`src/sv/dkdlp_pkg.sv`:
```
// Package for the two-key debounce and long-press block.
// Holds the key counts, field widths, reset values and register indexes.
// Depends on nothing; used by dual_key_debounce_long_press.
package dkdlp_pkg;

    localparam int NUM_KEYS   = 2;
    localparam int FIELD_KEYS = 2;
    localparam int SERVED_KEYS = (NUM_KEYS < FIELD_KEYS) ? NUM_KEYS : FIELD_KEYS;

    localparam int TIME_W     = 32;
    localparam int DEBOUNCE_W = 16;
    localparam int LONG_W     = 32;
    localparam int CFG_DATA_W = 32;
    localparam int CFG_IDX_W  = 1;

    localparam logic [DEBOUNCE_W-1:0] DEBOUNCE_RESET   = 16'd20;
    localparam logic [LONG_W-1:0]     LONG_PRESS_RESET = 32'd2000;

    typedef logic [CFG_IDX_W-1:0] t_cfg_idx;
    localparam t_cfg_idx CFG_DEBOUNCE_MS   = 1'b0;
    localparam t_cfg_idx CFG_LONG_PRESS_MS = 1'b1;

    typedef logic [TIME_W-1:0] t_time;
    typedef logic [FIELD_KEYS-1:0] t_key_vec;

endpackage

```
`src/sv/dual_key_debounce_long_press.sv`:
```
// Top level of the two-key debounce and long-press block.
// Holds the input register, per-key state, the event logic and the result register.
// Depends on dkdlp_pkg.
//
// Usage: each input word is a poll carrying a millisecond timestamp and the raw
// levels of two active-low keys. It is accepted when i_valid is high and o_stall
// is low. Each accepted poll yields exactly one result word with the press and
// long-press events of both keys, delivered when o_valid is high and i_stall low.
// Configuration writes (debounce time, long-press time) take effect at the edge
// where i_cfg_we is high and must only be made while the block is idle.
// An accepted poll is registered in the input register and then moves into the
// result register, raising o_valid, with the key state updated at that same edge.
// The move waits while the receiver stalls. Throughput is one poll per cycle
// while the receiver does not stall.
// While the receiver stalls, the result register holds and one further poll may
// wait in the input register; o_stall then rises until the result is taken.
// Reset clears both registers' valid flags, loads the default times and puts
// every key into the released state with zero timestamps.
module dual_key_debounce_long_press (
    input  logic                               i_clk,
    input  logic                               i_rst_n,
    input  logic                               i_valid,
    output logic                               o_stall,
    input  logic [dkdlp_pkg::TIME_W-1:0]       i_now_ms,
    input  logic                               i_key1_level,
    input  logic                               i_key2_level,
    output logic                               o_valid,
    input  logic                               i_stall,
    output logic                               o_key1_pressed,
    output logic                               o_key2_pressed,
    output logic                               o_key1_long,
    output logic                               o_key2_long,
    input  logic                               i_cfg_we,
    input  logic [dkdlp_pkg::CFG_IDX_W-1:0]    i_cfg_index,
    input  logic [dkdlp_pkg::CFG_DATA_W-1:0]   i_cfg_data
);

    logic [dkdlp_pkg::DEBOUNCE_W-1:0] r_debounce_ms;
    logic [dkdlp_pkg::LONG_W-1:0]     r_long_press_ms;

    logic                    r_in_valid;
    dkdlp_pkg::t_time        r_in_now;
    dkdlp_pkg::t_key_vec     r_in_level;

    dkdlp_pkg::t_key_vec     r_last_level,   n_last_level;
    dkdlp_pkg::t_key_vec     r_stable_level, n_stable_level;
    dkdlp_pkg::t_key_vec     r_long_rep,     n_long_rep;
    dkdlp_pkg::t_time        r_change_time [dkdlp_pkg::FIELD_KEYS];
    dkdlp_pkg::t_time        n_change_time [dkdlp_pkg::FIELD_KEYS];
    dkdlp_pkg::t_time        r_press_time  [dkdlp_pkg::FIELD_KEYS];
    dkdlp_pkg::t_time        n_press_time  [dkdlp_pkg::FIELD_KEYS];

    dkdlp_pkg::t_key_vec     n_pressed, n_long;
    logic                    r_out_valid;
    dkdlp_pkg::t_key_vec     r_out_pressed, r_out_long;

    logic advance;
    logic in_load;

    assign advance = r_in_valid && (!r_out_valid || !i_stall);
    assign o_stall = r_in_valid && !advance;
    assign in_load = i_valid && !o_stall;

    always_comb begin
        dkdlp_pkg::t_time elapsed;
        logic             changed;
        logic             settle;
        elapsed        = '0;
        changed        = 1'b0;
        settle         = 1'b0;
        n_last_level   = r_last_level;
        n_stable_level = r_stable_level;
        n_long_rep     = r_long_rep;
        n_change_time  = r_change_time;
        n_press_time   = r_press_time;
        n_pressed      = '0;
        n_long         = '0;
        for (int k = 0; k < dkdlp_pkg::SERVED_KEYS; k++) begin
            changed = (r_in_level[k] != r_last_level[k]);
            if (changed) begin
                n_last_level[k]  = r_in_level[k];
                n_change_time[k] = r_in_now;
                elapsed          = '0;
            end else begin
                elapsed = r_in_now - r_change_time[k];
            end
            settle = (elapsed >= dkdlp_pkg::TIME_W'(r_debounce_ms)) &&
                     (r_stable_level[k] != n_last_level[k]);
            if (settle) begin
                n_stable_level[k] = n_last_level[k];
                n_long_rep[k]     = 1'b0;
                if (!n_last_level[k]) begin
                    n_pressed[k]    = 1'b1;
                    n_press_time[k] = r_in_now;
                end else begin
                    n_press_time[k] = '0;
                end
            end
            elapsed = settle ? '0 : (r_in_now - r_press_time[k]);
            if (!n_stable_level[k] && !n_long_rep[k] && (elapsed >= r_long_press_ms)) begin
                n_long[k]     = 1'b1;
                n_long_rep[k] = 1'b1;
            end
        end
    end

    always_ff @(posedge i_clk) begin
        if (!i_rst_n) begin
            r_debounce_ms   <= dkdlp_pkg::DEBOUNCE_RESET;
            r_long_press_ms <= dkdlp_pkg::LONG_PRESS_RESET;
        end else if (i_cfg_we) begin
            unique case (i_cfg_index)
                dkdlp_pkg::CFG_DEBOUNCE_MS: begin
                    r_debounce_ms <= i_cfg_data[dkdlp_pkg::DEBOUNCE_W-1:0];
                end
                dkdlp_pkg::CFG_LONG_PRESS_MS: begin
                    r_long_press_ms <= i_cfg_data[dkdlp_pkg::LONG_W-1:0];
                end
            endcase
        end
    end

    always_ff @(posedge i_clk) begin
        if (!i_rst_n) begin
            r_in_valid <= 1'b0;
        end else if (in_load) begin
            r_in_valid <= 1'b1;
        end else if (advance) begin
            r_in_valid <= 1'b0;
        end
    end

    always_ff @(posedge i_clk) begin
        if (in_load) begin
            r_in_now   <= i_now_ms;
            r_in_level <= {i_key2_level, i_key1_level};
        end
    end

    always_ff @(posedge i_clk) begin
        if (!i_rst_n) begin
            r_last_level   <= '1;
            r_stable_level <= '1;
            r_long_rep     <= '0;
            for (int k = 0; k < dkdlp_pkg::FIELD_KEYS; k++) begin
                r_change_time[k] <= '0;
                r_press_time[k]  <= '0;
            end
        end else if (advance) begin
            r_last_level   <= n_last_level;
            r_stable_level <= n_stable_level;
            r_long_rep     <= n_long_rep;
            r_change_time  <= n_change_time;
            r_press_time   <= n_press_time;
        end
    end

    always_ff @(posedge i_clk) begin
        if (!i_rst_n) begin
            r_out_valid <= 1'b0;
        end else if (advance) begin
            r_out_valid <= 1'b1;
        end else if (!i_stall) begin
            r_out_valid <= 1'b0;
        end
    end

    always_ff @(posedge i_clk) begin
        if (advance) begin
            r_out_pressed <= n_pressed;
            r_out_long    <= n_long;
        end
    end

    assign o_valid        = r_out_valid;
    assign o_key1_pressed = r_out_pressed[0];
    assign o_key2_pressed = r_out_pressed[1];
    assign o_key1_long    = r_out_long[0];
    assign o_key2_long    = r_out_long[1];

endmodule
```
`config.mk`:
```
export PLATFORM = sky130hd
export DESIGN_NAME = dual_key_debounce_long_press
export DESIGN_NICKNAME = d
export VERILOG_FILES = /design/src/sv/dkdlp_pkg.sv /design/src/sv/dual_key_debounce_long_press.sv
export SDC_FILE = /design/constraint.sdc
export NUM_CORES = 1
export LEC_CHECK = 0
export BUFFER_PORTS_ARGS = -buffer_cell sky130_fd_sc_hd__buf_2
export CAP_MARGIN = 40
export CORE_UTILIZATION = 35
export DETAILED_ROUTE_END_ITERATION = 8
export HOLD_SLACK_MARGIN = 0.15
export PLACE_DENSITY_LB_ADDON = 0.3
export SYNTH_ARGS = -nofsm -noshare
export SYNTH_HDL_FRONTEND = slang
export SYNTH_SLANG_ARGS = --single-unit
```
`constraint.sdc`:
```
create_clock -name i_clk -period 15.2 [get_ports i_clk]
set_clock_uncertainty 0.05 [all_clocks]
set_input_delay 0.76 -clock i_clk [delete_from_list [all_inputs] [get_ports i_clk]]
set_output_delay 0.76 -clock i_clk [all_outputs]
set_load 0.05 [all_outputs]
```
### Word-level counts from Yosys, hierarchy flattened

Cells that the tools add are included.

* $add $sub $neg: 4
* $mul: 0
* divide/modulo/power cells: 0
* order comparisons: 4
* equality and inequality tests: 5
* shift operators: 0
* multiplexer cells: 22
* bitwise gates (word level): 1
* reduce and logical (&&, ||, !) cells: 25

Operators by type and width (count)
* 32-bit 2-to-1 mux: 6
* 32-bit subtractor: 4
* 32-bit by 16-bit >= comparator with 1-bit output: 2
* 32-bit >= comparator: 2
* 1-bit 2-to-1 mux: 16
* 2-bit AND reduction: 6
* 1-bit logical AND: 9
* 1-bit logical NOT: 8
* 1-bit != test: 4
* 2-bit by 1-bit != test with 1-bit output (second input constant): 1
* 2-bit nonzero test: 1
* 1-bit logical OR: 1
* 1-bit inverter: 1

* flip-flop bits (word level): 222
* latch bits: 0
* RAM bits: 0
* bits in read-only memories: 0
* bits of input ports: 72
* logic and storage cells: 77
* memories kept: 0

### Longest topological paths before layout

Gate-level depths: netlist of the first run.

* depth after elaboration: 9
* depth in mapped cells: 41
* gate-level depth less buffers: 39

### Worst setup path after synthesis of the first run

No wires, ideal clock.

* kind: register -> register
* start point: register r_in_now[1]
* end point: register r_out_long[0], data pin
* setup time: 0.263 ns
* arrival time: 6.204 ns
* data required time: 14.887 ns
* path slack: 8.683 ns
* cell stages (with the launch flop): 33
* clock period less this slack: 6.517 ns
* path through: edfxtp_1 -> ha_1 -> nor2b_1 -> o31ai_1 -> a311oi_1 -> o21ai_0 -> nand2b_1 -> a21oi_1 -> xor2_1 -> nor2_1 -> ha_1 -> a21o_1 -> a21o_1 -> a21oi_1 -> o31ai_1 -> nor4_1 -> and3_1 -> nor2_1 -> clkbuf_1 -> or2_2 -> ha_1 -> nand2b_1 -> a21o_1 -> a21o_1 -> a21oi_1 -> o21ai_0 -> a211o_1 -> a21oi_1 -> o21ai_0 -> a21o_1 -> a221o_1 -> a31oi_1 -> a211oi_1

* cells in the longest elaborated chain, start to end: 9
* elaborated cells on any way between the ends: 14
* those cells by class: add/sub: 2; order compare: 2; mux: 5; reduce/logical: 5

RTL lines
* from (decl): RTL line dual_key_debounce_long_press.sv:42 `dkdlp_pkg::t_time r_in_now;`
* from (signal assigned): RTL line dual_key_debounce_long_press.sv:135 `r_in_now <= i_now_ms;`
* parallel branches: the longest is 7 deep, another holds 32-bit subtractor
* 1-bit logical AND (*): RTL line dual_key_debounce_long_press.sv:100 `if (!n_stable_level[k] && !n_long_rep[k] && (elapsed >= r_long_press_ms)) begin`
* 1-bit 2-to-1 mux (*): RTL line dual_key_debounce_long_press.sv:100
* via n_long[0]: RTL line dual_key_debounce_long_press.sv:53 `dkdlp_pkg::t_key_vec n_pressed, n_long;`
* to (signal assigned): RTL line dual_key_debounce_long_press.sv:171 `r_out_long <= n_long;`
* to (decl): RTL line dual_key_debounce_long_press.sv:55 `dkdlp_pkg::t_key_vec r_out_pressed, r_out_long;`

Mark *: on every way through the listed nets, which the timed path passes.
A chain may end at the register's enable or synchronous reset.

### Final worst setup path of the first run

* start point: register r_in_now[1]
* end point: register r_long_rep[1]

* cells in the longest elaborated chain, start to end: 9
* elaborated cells on any way between the ends: 14
* those cells by class: add/sub: 2; order compare: 2; mux: 5; reduce/logical: 5

RTL lines
* parallel branches: the longest is 8 deep, another holds 32-bit subtractor
* 1-bit 2-to-1 mux (*): RTL line dual_key_debounce_long_press.sv:100
* to (signal assigned): RTL line dual_key_debounce_long_press.sv:152 `r_long_rep <= n_long_rep;`
* to (decl): RTL line dual_key_debounce_long_press.sv:47 `dkdlp_pkg::t_key_vec r_long_rep, n_long_rep;`

Every way passes the cells marked *.

==> results of run 1 <==
==> critical path: cells and delay by family (launching register included) <==
| family | cells | cell delay (ns) |
|---|---|---|
| flops | 1 | 0.60 |
| compound gates | 15 | 2.94 |
| fa+ha+maj | 3 | 0.93 |
| simple gates | 18 | 2.59 |
| buf+inv | 2 | 0.35 |
| xor+xnor | 1 | 0.14 |
==> synthesized netlist by cell type (27+ instances only) <==
| master | number |
|---|---|
| mux2i_1 | 39 |
| ha_1 | 224 |
| xor2_1 | 47 |
| o21ai_0 | 114 |
| edfxtp_1 | 38 |
| nand3_1 | 29 |
| a21boi_0 | 105 |
| nand2_1 | 324 |
| nor2b_1 | 94 |
| dfxtp_1 | 184 |
| nor2_1 | 158 |
| nand4b_1 | 32 |
| o211ai_1 | 27 |
| a21oi_1 | 117 |
| clkbuf_1 | 83 |
| xnor2_1 | 44 |
| inv_1 | 212 |
| nand2b_1 | 27 |
| a21o_1 | 76 |
==> cell families after synthesis <==
family          count (synthesis)  share of synthesized area [%]
compound gates                594                           22.3
fa+ha+maj                     228                           16.1
mux                            40                           2.25
buf+inv                       305                           6.56
simple gates                  790                           21.2
flops                         222                           27.0
xor+xnor                       91                           4.46
==> through the flow <==
step                      cells  hold WS (ns)  util (%)  worst slack (ns)  cell area, um^2
after floorplan            2270         0.386         -              8.68            17900
after global placement     2939         0.396      37.5              7.57            18800
after detailed placement   2945         0.401      37.7              7.48            18900
after CTS                  2995         0.293      39.5              7.44            19900
after global routing       2995         0.292      39.5              6.66            19900
final                      2995         0.322      39.5              7.50            19900
==> power by group through the flow <==
stage	sequential [W]	clock, W	combinational (W)
floorplan	0.000662	0	0.000466
global placement	0.000671	0	0.000612
detailed placement	0.000672	0	0.000628
CTS	0.000659	0.000690	0.000632
global route	0.000663	0.000715	0.000710
finish	0.000659	0.000670	0.000631
==> cells in the final DEF, fill, tap and decap left out, types with 38 or more instances in the layout <==
master and count:
a21boi_0 105, a21o_1 76, a21oi_1 117, buf_2 76, dfxtp_1 184, edfxtp_1 38
ha_1 224, inv_1 212, mux2i_1 39, nand2_1 324, nor2_1 155, nor2b_1 92
o21ai_0 114, xnor2_1 44, xor2_1 47
==> flip-flops by register name, summed over array words and instances, names as in the netlist <==
name	flops
r_in_valid	1
r_long_rep	2
r_press_time	64
r_debounce_ms	16
r_long_press_ms	32
r_in_level	2
r_stable_level	2
r_out_long	2
o_valid	1
r_last_level	2
r_out_pressed	2
r_in_now	32
r_change_time	64
==> routing by layer <==
| layer | share of wire (%) | GRT usage (%) | vias to the layer above | routed length, um |
|---|---|---|---|---|
| met5 | 0 | 0 | - | 0 |
| met4 | 2.3 | 5.05 | 0 | 1140 |
| met3 | 4.0 | 2.13 | 73 | 2030 |
| met2 | 46 | 31.9 | 324 | 23000 |
| met1 | 48 | 25.5 | 7393 | 24300 |
| li1 | - | - | 7983 | - |
==> worst max path at each step <==
stage / endpoint / slack, ns / startpoint / cells after the start
finish: r_long_rep[1]$_SDFFE_PN0P_ / 7.50 / r_in_now[1]$_DFFE_PP_ / 39
global route: r_long_rep[1]$_SDFFE_PN0P_ / 6.66 / r_in_now[1]$_DFFE_PP_ / 39
CTS: r_long_rep[1]$_SDFFE_PN0P_ / 7.44 / r_in_now[1]$_DFFE_PP_ / 39
global placement: r_long_rep[1]$_SDFFE_PN0P_ / 7.57 / r_in_now[1]$_DFFE_PP_ / 39
detailed placement: r_long_rep[1]$_SDFFE_PN0P_ / 7.48 / r_in_now[1]$_DFFE_PP_ / 39
floorplan: r_out_long[0]$_DFFE_PP_ / 8.68 / r_in_now[1]$_DFFE_PP_ / 32
==> final cells by class <==
class                   instances  area [um^2]  share of cell area (%)
repair buffers                 96          582                    2.93
clock inverters                16          171                   0.863
flip-flops and latches        222         4820                    24.3
inverters                     212          796                    4.01
multi-input cells            1743        11900                    59.9
well taps                     672          841                    4.24
clock buffers                  34          743                    3.74
==> key figures, run 1 <==
Job
  • Max cap viols: 0

Synthesis
  • Ys flop type: dfxtp_1
  • Synth cell types: 78
  • Syn Inst Count: 2,270
  • Post-synth EDFFs: 38
  • Synth Net Count: 2,570
  • Synth top area share: 20.6%
  • Cell taking the most area after synthesis: dfxtp_1
  • Ys Warns: 0
  • Seq cells post-synth: 222
  • Top cells by area, synth: dfxtp_1 (21%), ha_1 (16%), nand2_1 (6.8%), edfxtp_1 (6.4%), inv_1 (4.5%)
  • Synth Area per Inst: 7.86 um^2
  • Post-synth ARST share: 0%
  • Synthesized cell area: 17,900 um^2
  • Sequential fraction of the synthesis area: 27.0%

Clocking
  • CTS tree: yes
  • Post CTS Setup Buffer Count: 0
  • Clk Tree Root Cell: clkbuf_16
  • Clk sinks: 222
  • Post-CTS sizing: 0
  • CTS hold repair buffers: 0
  • H-tree Lvls: 1
  • Cts bufs inserted: 27
  • Clock-pin slew on the worst setup and hold paths: 0.07 ns
  • Worst skew pair latency: 0.56 ns
  • Clock buffer depth: 3

GRT
  • Initial antenna violation count: 0
  • Global-route wire length before repair: 80.1 mm
  • Largest net degree at the start of global routing: 99
  • Vias in the first global route: 15,100
  • All-Layer GR Usage: 18.9%
  • GR Overflow Total: 0

Routing
  • Antenna Nets Post-Route: 0
  • Initial DRC count: 1,156
  • Drt pass-1 iters: 5
  • Routed WL per cell: 16.9 um
  • Final wirelength: 50.5 mm
  • Post-route DRC: 0
  • Vias: 15,800
  • Post-DR vias/cell: 5.27

Place
  • DP HPWL: 38.9 mm
  • Port Buffers: 77
  • Gpl congestion: 0.910

Cells and area
  • ANT cells: 0
  • Fillers: 5,153
  • Layout cell share with drive strength beyond 1: 7.62%
  • Final net count: 2,602
  • Area delta synth->final: 11.2%

Timing
  • Tcrit/Tclk final: 50.7%
  • Setup TNS: 0 ns
  • RSZ-0062 raised after global routing: no
  • Tmin final: 7.70 ns
  • Endpoints failing setup: 0
  • Final hold viol count: 0
  • Slew Limit Fails: 0
  • Slew @ Worst Pin: 0.828 ns
  • Fmax: 130 MHz
  • Max-slew headroom: 44.8%

Power and ir drop
  • Sequential share of power: 33.6%
  • Sw power: 0.000685 W
  • Comb pwr share: 32.2%
  • VDD IR max: 0.0901 mV
  • P_int: 0.00128 W
  • Power Total: 0.00196 W
  • Switching share of power: 34.9%
  • Power Density: 98.7 nW/um^2
  • Static leakage: 7.84 nW
  • Clock share of power: 34.2%

Die
  • IO Pins: 78
  • Die area: 51,900 um^2
  • Initial core utilization: 35.5%
  • Row count: 82
  • Total core area: 50,300 um^2
  • Die Span Y: 228 um
  • Chip width: 228 um

Worst setup path
  • Reg2reg path depth: 39
  • Crit Reg-Reg Endpoint: r_long_rep[1]$_SDFFE_PN0P_
  • Worst reg2reg setup slack: 7.50 ns
  • Critical path's slowest cell: edfxtp_1
  • Kind of critical path: reg2reg
  • CP endpoint kind: flip-flop
  • Max FO, Critical Path: 32
  • Most frequent CP cell: nor2_1
  • WP data required: 15.60 ns
  • CP max stage delay: 0.60 ns
  • Worst EP arrival: 8.10 ns
  • CP startpoint kind: flip-flop
  • Worst r2r src: r_in_now[1]$_DFFE_PP_

Min path
  • Hold path endpoint: r_in_now[28]$_DFFE_PP_
  • Min-Delay Path Class: in2reg
  • Worst hold path startpoint: i_now_ms[28]
  • WHS Path Cells: 1

Status
  • Outcome: complete, no violations
Power figures use the tool's default switching activity.
==> run 2, diff against run 1 <==
- clock period: 15.2 -> 7.6 ns (I/O delays scaled with it)
==> run 2 against run 1 <==
Final cell count grew 2.9%. Via count increased by 1.5%. Setup slack got worse by 7.1 ns. Flip-flop and latch count unchanged. Clock power is 110% higher. Maximum frequency is 6.6% higher. Design area is 4.7% higher. Wire length increased by 1.4%. First-iteration DRC count decreased by 8.0%. Critical endpoint is now r_out_long[0]$_DFFE_PP_.
==> key figures, run 2 (same netlist as run 1, synthesis figures left out) <==
Power and ir drop
  • Power Total: 0.00404 W (+110%)
  • Sw power: 0.00137 W (+99%)
  • Power Density: 194 nW/um^2 (+97%)
  • Comb pwr share: 33.1% (+0.9 points)
  • Clock share of power: 34.7% (+0.5 points)
  • Switching share of power: 33.8% (-1.1 points)
  • VDD IR max: 0.158 mV (+75%)
  • Sequential share of power: 32.2% (-1.4 points)
  • Static leakage: 8.24 nW (+5.2%)
  • P_int: 0.00267 W (+110%)

Worst setup path
  • Critical path launch point: r_in_now[0]$_DFFE_PP_
  • Kind of critical path: reg2reg
  • CP startpoint kind: flip-flop
  • Worst r2r src: r_in_now[0]$_DFFE_PP_
  • CP endpoint kind: flip-flop
  • Worst EP arrival: 7.48 ns (-0.62 ns)
  • Max FO, Critical Path: 5 (-84%)
  • WP data required: 7.85 ns (-7.75 ns)

Die
  • Row count: 82 (unchanged)
  • Die area: 51,900 um^2 (unchanged)
  • Total core area: 50,300 um^2 (unchanged)
  • Chip width: 228 um (unchanged)
  • Initial core utilization: 35.5% (unchanged)
  • IO Pins: 78 (unchanged)
  • Die Span Y: 228 um (unchanged)

Timing
  • Slew Limit Fails: 0 (unchanged)
  • Final hold viol count: 0 (unchanged)
  • Tcrit/Tclk final: 95.1% (+44 points)
  • Slew @ Worst Pin: 0.944 ns (+0.115 ns)
  • Endpoints failing setup: 0 (unchanged)
  • Tmin final: 7.22 ns (-0.480 ns)
  • Max-slew headroom: 36.8% (-8.0 points)
  • Fmax: 138 MHz (+6.6%)
  • Final Worst Setup Slack: 0.376 ns (-7.12 ns)

Cells and area
  • Biggest regs: r_change_time (64), r_press_time (64)
  • Core Util, Final: 41.4% (+1.9 points)
  • Commonest non-fill, non-tap cell in the layout: nand2_1
  • ANT cells: 0 (unchanged)
  • Most frequent cells in the layout: nand2_1 (324), ha_1 (224), inv_1 (212)
  • Fillers: 5,084 (-1.3%)
  • Final net count: 2,691 (+3.4%)
  • Area delta synth->final: 16.5%
  • Layout cell share with drive strength beyond 1: 8.38% (+0.76 points)

Routing
  • Post-route DRC: 0 (unchanged)
  • Routed WL per cell: 16.6 um (-1.5%)
  • Drt pass-1 iters: 5 (unchanged)
  • Post-DR vias/cell: 5.19 (-1.4%)
  • Vias: 16,000 (+1.5%)
  • Antenna Nets Post-Route: 0 (unchanged)
  • Initial DRC count: 1,063 (-8.0%)
  • Final wirelength: 51.2 mm (+1.4%)

Place
  • DP Worst Slack: 0.00707 ns (-7.47 ns)
  • Port Buffers: 77 (unchanged)
  • DP HPWL: 39.1 mm (+0.54%)
  • Gpl congestion: 0.903 (-0.76%)

Clocking
  • H-tree Lvls: 1 (unchanged)
  • Clock buffer depth: 3 (unchanged)
  • Post CTS Setup Buffer Count: 0 (unchanged)
  • Clk Tree Root Cell: clkbuf_16
  • Worst skew pair latency: 0.56 ns (about the same)
  • Clk sinks: 222 (unchanged)
  • Cts bufs inserted: 27 (unchanged)
  • Clock-pin slew on the worst setup and hold paths: 0.06 ns (about the same)
  • CTS tree: yes

GRT
  • Global-route wire length before repair: 81.7 mm (+2.0%)
  • GR Overflow Total: 0 (unchanged)
  • Vias in the first global route: 15,500 (+3.0%)
  • Largest net degree at the start of global routing: 95 (-4.0%)
  • Initial antenna violation count: 0 (unchanged)
  • All-Layer GR Usage: 19.3% (+0.37 points)

Min path
  • Worst hold path startpoint: i_cfg_index
  • Min-Delay Path Class: in2reg

Job
  • Max cap viols: 0 (unchanged)

Status
  • Outcome: complete, no violations
[run 2: cell types whose count changed in the layout (fill, tap and decap cells not counted), moves of 2 or more]
cell and change:
buf_4 +18, clkbuf_16 +2, clkbuf_8 +2, clkinv_2 +2, clkinv_4 -3, dlygate4sd3_1 +72, inv_6 -6, o21ai_0 -3
o21ai_1 +2, o31ai_1 -2
[run 2: path summary, 6_finish.rpt]
| kind | depth (start not counted) | slack (ns) | end |
|---|---|---|---|
| hold / removal | 4 | 0.28 | r_debounce_ms[15]$_SDFFE_PN0P_ |
| setup / recovery | 27 | 0.38 | r_out_long[0]$_DFFE_PP_ |
| hold reg to reg | 2 | 0.41 | r_press_time[61]$_SDFFE_PN0P_ |
| setup reg to reg | 27 | 0.38 | r_out_long[0]$_DFFE_PP_ |
[run 2: power groups by stage]
stage	Sequential, W	Clock (W)	Combinational [W]
global placement	0.00132	0	0.00124
floorplan	0.00132	0	0.000932
CTS	0.00130	0.00144	0.00132
detailed placement	0.00133	0	0.00128
finish	0.00130	0.00140	0.00133
global route	0.00131	0.00150	0.00149
[run 2: metal layers]
layer / vias up / global-route usage (%) / share of wire [%]
met5: - / 0 / 0
met4: 0 / 5.79 / 2.4
met3: 71 / 2.19 / 4.8
met2: 331 / 32.3 / 46
met1: 7465 / 25.9 / 47
li1: 8136 / - / -
[run 2: cell type report]
cell class | count | area (um^2) | area share (%)
Clock buffer | 38 | 825 | 3.97
Clock inverter | 11 | 135 | 0.650
Inverter | 212 | 796 | 3.83
Multi-Input combinational cell | 1743 | 11900 | 57.5
Sequential cell | 222 | 4820 | 23.2
Tap cell | 672 | 841 | 4.04
Timing Repair Buffer | 185 | 1420 | 6.84
[run 2: timing repair]
| action | 4_1_cts | 5_1_grt |
|---|---|---|
| gates cloned | 0 | 0 |
| setup endpoints to repair | 1 | 4 |
| resized for setup | 1 | 12 |
| hold buffers | 72 | 0 |
| endpoints found under the hold margin | 84 | 0 |
[run 2: worst max-delay path, stage by stage, from the launching register on]
cell and delay (ns):
edfxtp_1 0.38, inv_1 0.14, ha_1 0.27, fa_1 0.41, nand2b_1 0.18, a21o_1 0.21
a21oi_1 0.26, a21oi_1 0.16, o21ai_0 0.39, a222oi_1 0.21, a211o_1 0.32, nor4_1 0.59
and3_1 0.34, nor2_2 0.09, or2_2 0.33, ha_1 0.27, nand2b_1 0.14, a21o_1 0.17
a21o_1 0.17, a21oi_1 0.15, o21ai_0 0.19, a211o_1 0.31, a21oi_1 0.20, o21ai_0 0.12
a21o_1 0.21, a221o_1 0.35, a31oi_2 0.25, a211oi_1 0.08
[run 2: per-stage QoR]
step / instances / instance area, um^2 / TNS (ns) / hold slack [ns]
after floorplan: 2270 / 17900 / 0 / 0.386
after global placement: 2958 / 19000 / 0 / 0.394
after detailed placement: 2962 / 19100 / 0 / 0.401
after CTS: 3083 / 20700 / 0 / 0.237
after global routing: 3083 / 20800 / -0.0269 / 0.295
final: 3083 / 20800 / 0 / 0.278
